## src/hdl/lwsam_pkg.sv

```systemverilog
// ----------------------------------------------------------------------------
// lwsam_pkg
// Shared constants and controller/datapath interface types for the
// longest-window-sum block.
// ----------------------------------------------------------------------------
package lwsam_pkg;

	localparam int unsigned MAX_ITEMS_DEF  = 1024;
	localparam int unsigned VALUE_BITS_DEF = 16;

	localparam int unsigned VALUE_W = 16;
	localparam int unsigned LIMIT_W = 32;
	localparam int unsigned BEST_W  = 11;
	localparam int unsigned TDATA_W = 16;

	// controller to datapath
	typedef struct packed {
		logic take;   // beat accepted: store value, grow the window
		logic rd;     // read the oldest window entry
		logic sub;    // drop the oldest entry from the window
		logic fin;    // finish the item: best length, result, frame clear
	} lwsam_cmd_t;

	// datapath to controller
	typedef struct packed {
		logic shrink; // window sum above limit with entries left to drop
	} lwsam_status_t;

endpackage

```

## src/hdl/lwsam_ctrl.sv

```systemverilog
// ----------------------------------------------------------------------------
// lwsam_ctrl
// Sequencer: accepts one beat, shrinks the window one entry at a time and
// hands the result to the output register.
// ----------------------------------------------------------------------------
module lwsam_ctrl (
	input  logic                    clk,
	input  logic                    arst_n,
	input  logic                    s_tvalid,
	output logic                    s_tready,
	output logic                    m_tvalid,
	input  logic                    m_tready,
	input  lwsam_pkg::lwsam_status_t status,
	output lwsam_pkg::lwsam_cmd_t    cmd
);
	import lwsam_pkg::*;

	typedef enum logic [1:0] {
		ST_IDLE,
		ST_EVAL,
		ST_SUB
	} state_t;

	state_t state_q;
	logic   out_valid_q;
	logic   out_free;

	assign s_tready = (state_q == ST_IDLE);
	assign m_tvalid = out_valid_q;
	assign out_free = !out_valid_q || m_tready;

	always_comb begin
		cmd = '0;
		unique case (state_q)
			ST_IDLE: cmd.take = s_tvalid;
			ST_EVAL: begin
				cmd.rd  = status.shrink;
				cmd.fin = !status.shrink && out_free;
			end
			ST_SUB: cmd.sub = 1'b1;
			default: cmd = '0;
		endcase
	end

	always_ff @(posedge clk or negedge arst_n) begin
		if (!arst_n) begin
			state_q     <= ST_IDLE;
			out_valid_q <= 1'b0;
		end else begin
			if (cmd.fin) begin
				out_valid_q <= 1'b1;
			end else if (m_tready) begin
				out_valid_q <= 1'b0;
			end
			unique case (state_q)
				ST_IDLE: if (s_tvalid) begin
					state_q <= ST_EVAL;
				end
				ST_EVAL: begin
					if (status.shrink) begin
						state_q <= ST_SUB;
					end else if (out_free) begin
						state_q <= ST_IDLE;
					end
				end
				ST_SUB: state_q <= ST_EVAL;
				default: state_q <= ST_IDLE;
			endcase
		end
	end

endmodule

```

## config.mk

```make
export PLATFORM = sky130hd
export DESIGN_NAME = lwsam_ctrl
export DESIGN_NICKNAME = d
export VERILOG_FILES = /design/src/hdl/lwsam_pkg.sv /design/src/hdl/lwsam_ctrl.sv
export SDC_FILE = /design/constraint.sdc
export NUM_CORES = 1
export LEC_CHECK = 0
export ABC_AREA = 1
export BUFFER_PORTS_ARGS = -buffer_cell sky130_fd_sc_hd__buf_2
export CORE_AREA = 4 4 41 43
export DETAILED_ROUTE_END_ITERATION = 10
export DIE_AREA = 0 0 45 47
export PLACE_DENSITY = 0.36
export SYNTH_ARGS = -nofsm -noshare
export SYNTH_HDL_FRONTEND = slang
export SYNTH_SLANG_ARGS = --single-unit
export TNS_END_PERCENT = 100
```

## constraint.sdc

```tcl
create_clock -name clk -period 2.3 [get_ports clk]
set_clock_uncertainty 0.15 [all_clocks]
set_input_delay 0.46 -clock clk [delete_from_list [all_inputs] [get_ports clk]]
set_output_delay 0.46 -clock clk [all_outputs]
set_load 0.03 [all_outputs]
```

==> results.md <==
- The flow ran to the end, and the final reports show no timing, DRC or antenna violations.
- The internal portion of the total power is 151.0 uW.
- After synthesis, the share of cell area in mux cells is 0%.
- The wire length of the first global-routing pass is 717 um.
- Max-cap violations in this run came to 0.
- The worst hold path endpoint is m_tvalid.
- Clock tree synthesis selected as its root buffer the cell clkbuf_4.
- The register area share after synthesis is 49.59%.
- The clock-pin slew reported for the worst setup and hold paths after clock tree synthesis is 40 ps.
- The count of pins over their slew limit came to 0.
- The hold-critical path depth is 2.
- After floorplanning, the core was sized to cover 1301 um^2.
- In the finished design, the share of the clock period the worst path needs comes to 77.73%.
- The time the worst path needs with I/O delays and setup is 1788 ps.
- After detailed routing, the total wire length is 407 um.
- In the global route stage, overall resource usage came out at 5.393%.
- The commonest cells after synthesis are 5 x nor2_1, 3 x dfrtp_1, 3 x inv_1, 3 x nand2_1.
- The via count of the first global-routing pass is 179.
- The number of antenna violations at the first check in global routing is 0.
- The count of cells in the finished layout, fillers not included, comes to 51.
- The most common cell in the synthesized netlist is nor2_1.
- The number of placed instances with taps included is 46.
- The number of inserted filler cells in the final layout is 157.
- From synthesis to final layout, the design area changed by 69.42%.
- The synthesized netlist devotes 0% of its cell area to XOR and XNOR gates.
- The startpoint identified for the worst hold timing path is m_tready.
- In this run the remaining antenna-violating nets after routing total 0.
- The number of failing setup endpoints in the final timing report is 0.
- The minimum setup slack among reg-to-reg paths is 1320 ps.
- By area the synthesized netlist is led by dfrtp_1 50%, nor2_1 12%, inv_1 7.4%.
- The fraction of registers with async set or reset after synthesis is 100.0%.
- In the final layout, the share of cells above drive strength 1 is 41.67%.
- At the pin with the least slew margin, the transition time is 223.0 ps.
- The share of the synthesized area in compound gates (AO/OA/AOI/OAI) is 6.612%.
- The total number of vias is 171.
- The DRC marker count from the first detailed-route iteration is 0.
- Measured along the x axis, the die boundary spans 45 um.
- The combined area of the multi-input logic cells is 61.31 um^2.
- The critical path startpoint category is a flip-flop.
- The arrival time reported for the critical path endpoint is 1180 ps.
- The floorplan row count is 13.
- Clock latency on the worst-skew pair, taken at its later pin, is 230 ps.
- In this run, CTS created clock tree buffers numbering 3.
- The critical path goes through nor2_2 > nand2_1 > nor2_1 > buf_2.
- The fraction of power spent switching nets is 38.56%.
- For this run, the number of Yosys warnings is 0.
- For the final routed database, the setup TNS stands at 0 ps.
- The path class of the tightest hold or removal check is in -> reg.
- In the synthesized netlist the dominant register cell turns out to be dfrtp_1.
- After clock tree synthesis, the flow added hold-fix buffers numbering 1.
- Yosys mapped a number of flops with a built-in enable equal to 0.
- Summing the areas of all and, or, nand and nor instances in the mapped netlist gives 33.88% of the synthesized area.
- The synthesized design contains 3 register bits.
- The count of clock tree sinks is 3.
- Setup repair after global routing left no endpoint under its margin.
- The startpoint identified for the worst register-to-register timing path is state_q[1].
- Of all nets on the critical path, the largest fanout is 7.
- The sequential cells in the finished layout cover a total of 75.07 um^2.
- The post-synth design cell area is 151.4 um^2.
- For this run, the detailed router's first-pass iteration total came to 1.
- In the routed layout, each cell is associated on average with a via count of 3.353.
- By area, the combinational part of the netlist is dominated by simple AND/OR/NAND/NOR gates.
- The floorplan step set the die height to 47 um.
- For this design, the slowest cell found on the critical path is dfrtp_1.
- The final global-route overflow total is 0.
- Of the total power, combinational logic draws 33.1%.
- STA classifies the critical path endpoint as an output port.
- The pin count of the biggest net entering global routing is 8.
- The net switching power figure is 94.74 uW.
- The post-synthesis cell type with the largest combined area is dfrtp_1.
- The initial utilization of the core area, before any placement, comes to 11.63%.
- The worst slew margin relative to its limit is 85.13%.
- The number of cell instances on the worst register-to-register path is 2.
- For the worst setup path, the data required time is 1690 ps.
- The endpoint of the worst-slack reg-to-reg timing path is state_q[0].
- Dividing total power by cell area gives a power density of 958.0 nW/um^2.
- The analysis attributes to cell leakage a power of 0.1444 nW.
- Routability-driven placement finished with a final weighted congestion of 0.6085.
- The post-synthesis net count is 26.
- Once the clock tree was built, the resizer swapped 0 gates to a different size.
- The final-report hold violation count is 0.
- The remaining design rule violation count is 0.
- The overall die area is 2115 um^2.
- In this run the count of I/O pins placed on the die edge is 11.
- The number of H-tree branching levels is 1.
- The post-synthesis adder-cell area fraction is 0%.
- The fraction of power consumed by sequential logic is 28.8%.
- The number of antenna repair diodes is 0.
- The final layout net count is 42.
- The largest stage delay on the critical path is 440 ps.
- In this run the tool buffered the top-level ports with 10 buffer cells.
- Per report_power, the clock group accounts for 38.1% of the total.
- The wire length per cell after detailed routing is 7.980 um.
- The sum of net half-perimeters after detailed placement is 315.2 um.
- TritonCTS built the clock tree.
- Counting along the longest clock path gives a buffer depth of 2.
- VDD sags by at most 475.2 uV.
- The class of the most critical setup path is reg -> out.
- Of the post-synthesis cell area, the dominant cell type holds 49.59%.
- The average footprint of a synthesized cell is 7.209 um^2.
- Counting distinct cell types in the post-synthesis netlist gives 9.
- The number of setup buffers added after CTS is 0.
- The synthesized instance count is 21.
- The top achievable clock speed is 0.5594 GHz.
-- power by group through the flow --
stage               clock network, mW  logic [mW]  registers (mW)
floorplan                           0      0.0506          0.0767
global placement                    0      0.0807          0.0714
detailed placement                  0      0.0813          0.0709
CTS                            0.0985      0.0825          0.0707
global route                    0.100      0.0888          0.0730
finish                         0.0935      0.0814          0.0708
-- metal layers --
metal	up-vias	GRT usage, %	wire, um
met3	0	7.280	83
met1	65	6.667	210
met4	0	1.754	0
met5	-	0	0
met2	12	4.802	113
li1	94	-	-
-- layout make-up --
type | count | area share (%)
timing repair buffer | 11 | 23.41
multi-input combinational | 14 | 23.90
clock buffer | 4 | 10.24
inverter | 4 | 5.854
sequential | 3 | 29.27
tap | 15 | 7.317
-- sequential cells by signal, summed over array words and instances, names as in the netlist --
name,cells
state_q,2
m_tvalid,1
-- layout by cell type (no fill, tap or decap) --
master         synthesis  layout
buf_2                  0      10
clkbuf_1               0       1
clkbuf_4               0       3
dfrtp_1                3       3
dlygate4sd3_1          0       1
inv_1                  3       3
inv_2                  1       1
nand2_1                3       3
nand3_1                1       1
nor2_1                 5       5
nor2_2                 1       1
nor3_1                 2       2
o21ai_0                2       2
-- worst max-delay path, delay by kind of cell, from the launching register on --
kind / cells / cell delay, ps
flip-flops: 1 / 440
AND/OR/NAND/NOR: 3 / 300
buffers and inverters: 1 / 200
-- cell families after synthesis --
family,after synthesis
simple gates,12
buf+inv,4
flops,3
compound gates,2
-- worst max path at each step --
stage / slack (ps) / startpoint / to / cells after the start
6_report: 510 / state_q[1] / cmd[0] / 4
5_1_grt: 410 / state_q[1] / cmd[0] / 4
4_1_cts: 500 / state_q[1] / cmd[0] / 4
3_5_place_dp: 680 / status / cmd[0] / 5
3_3_place_gp: 680 / status / cmd[0] / 5
2_1_floorplan: 530 / status / cmd[2] / 2
-- through the flow --
step                      hold slack, ps  area, um^2  setup WS, ps  power (mW)  util (%)
after global placement             110.7       220.2         684.9      0.1521     16.92
final                              279.5       256.5         512.2      0.2457     19.71
after detailed placement           111.8       220.2         675.5      0.1521     16.92
after floorplan                    14.41       151.4         525.6      0.1273         -
after CTS                          271.8       256.5         497.9      0.2518     19.71
after global routing               286.7       256.5         412.0      0.2623     19.71
No activity file was read; power rests on OpenSTA's default activity.
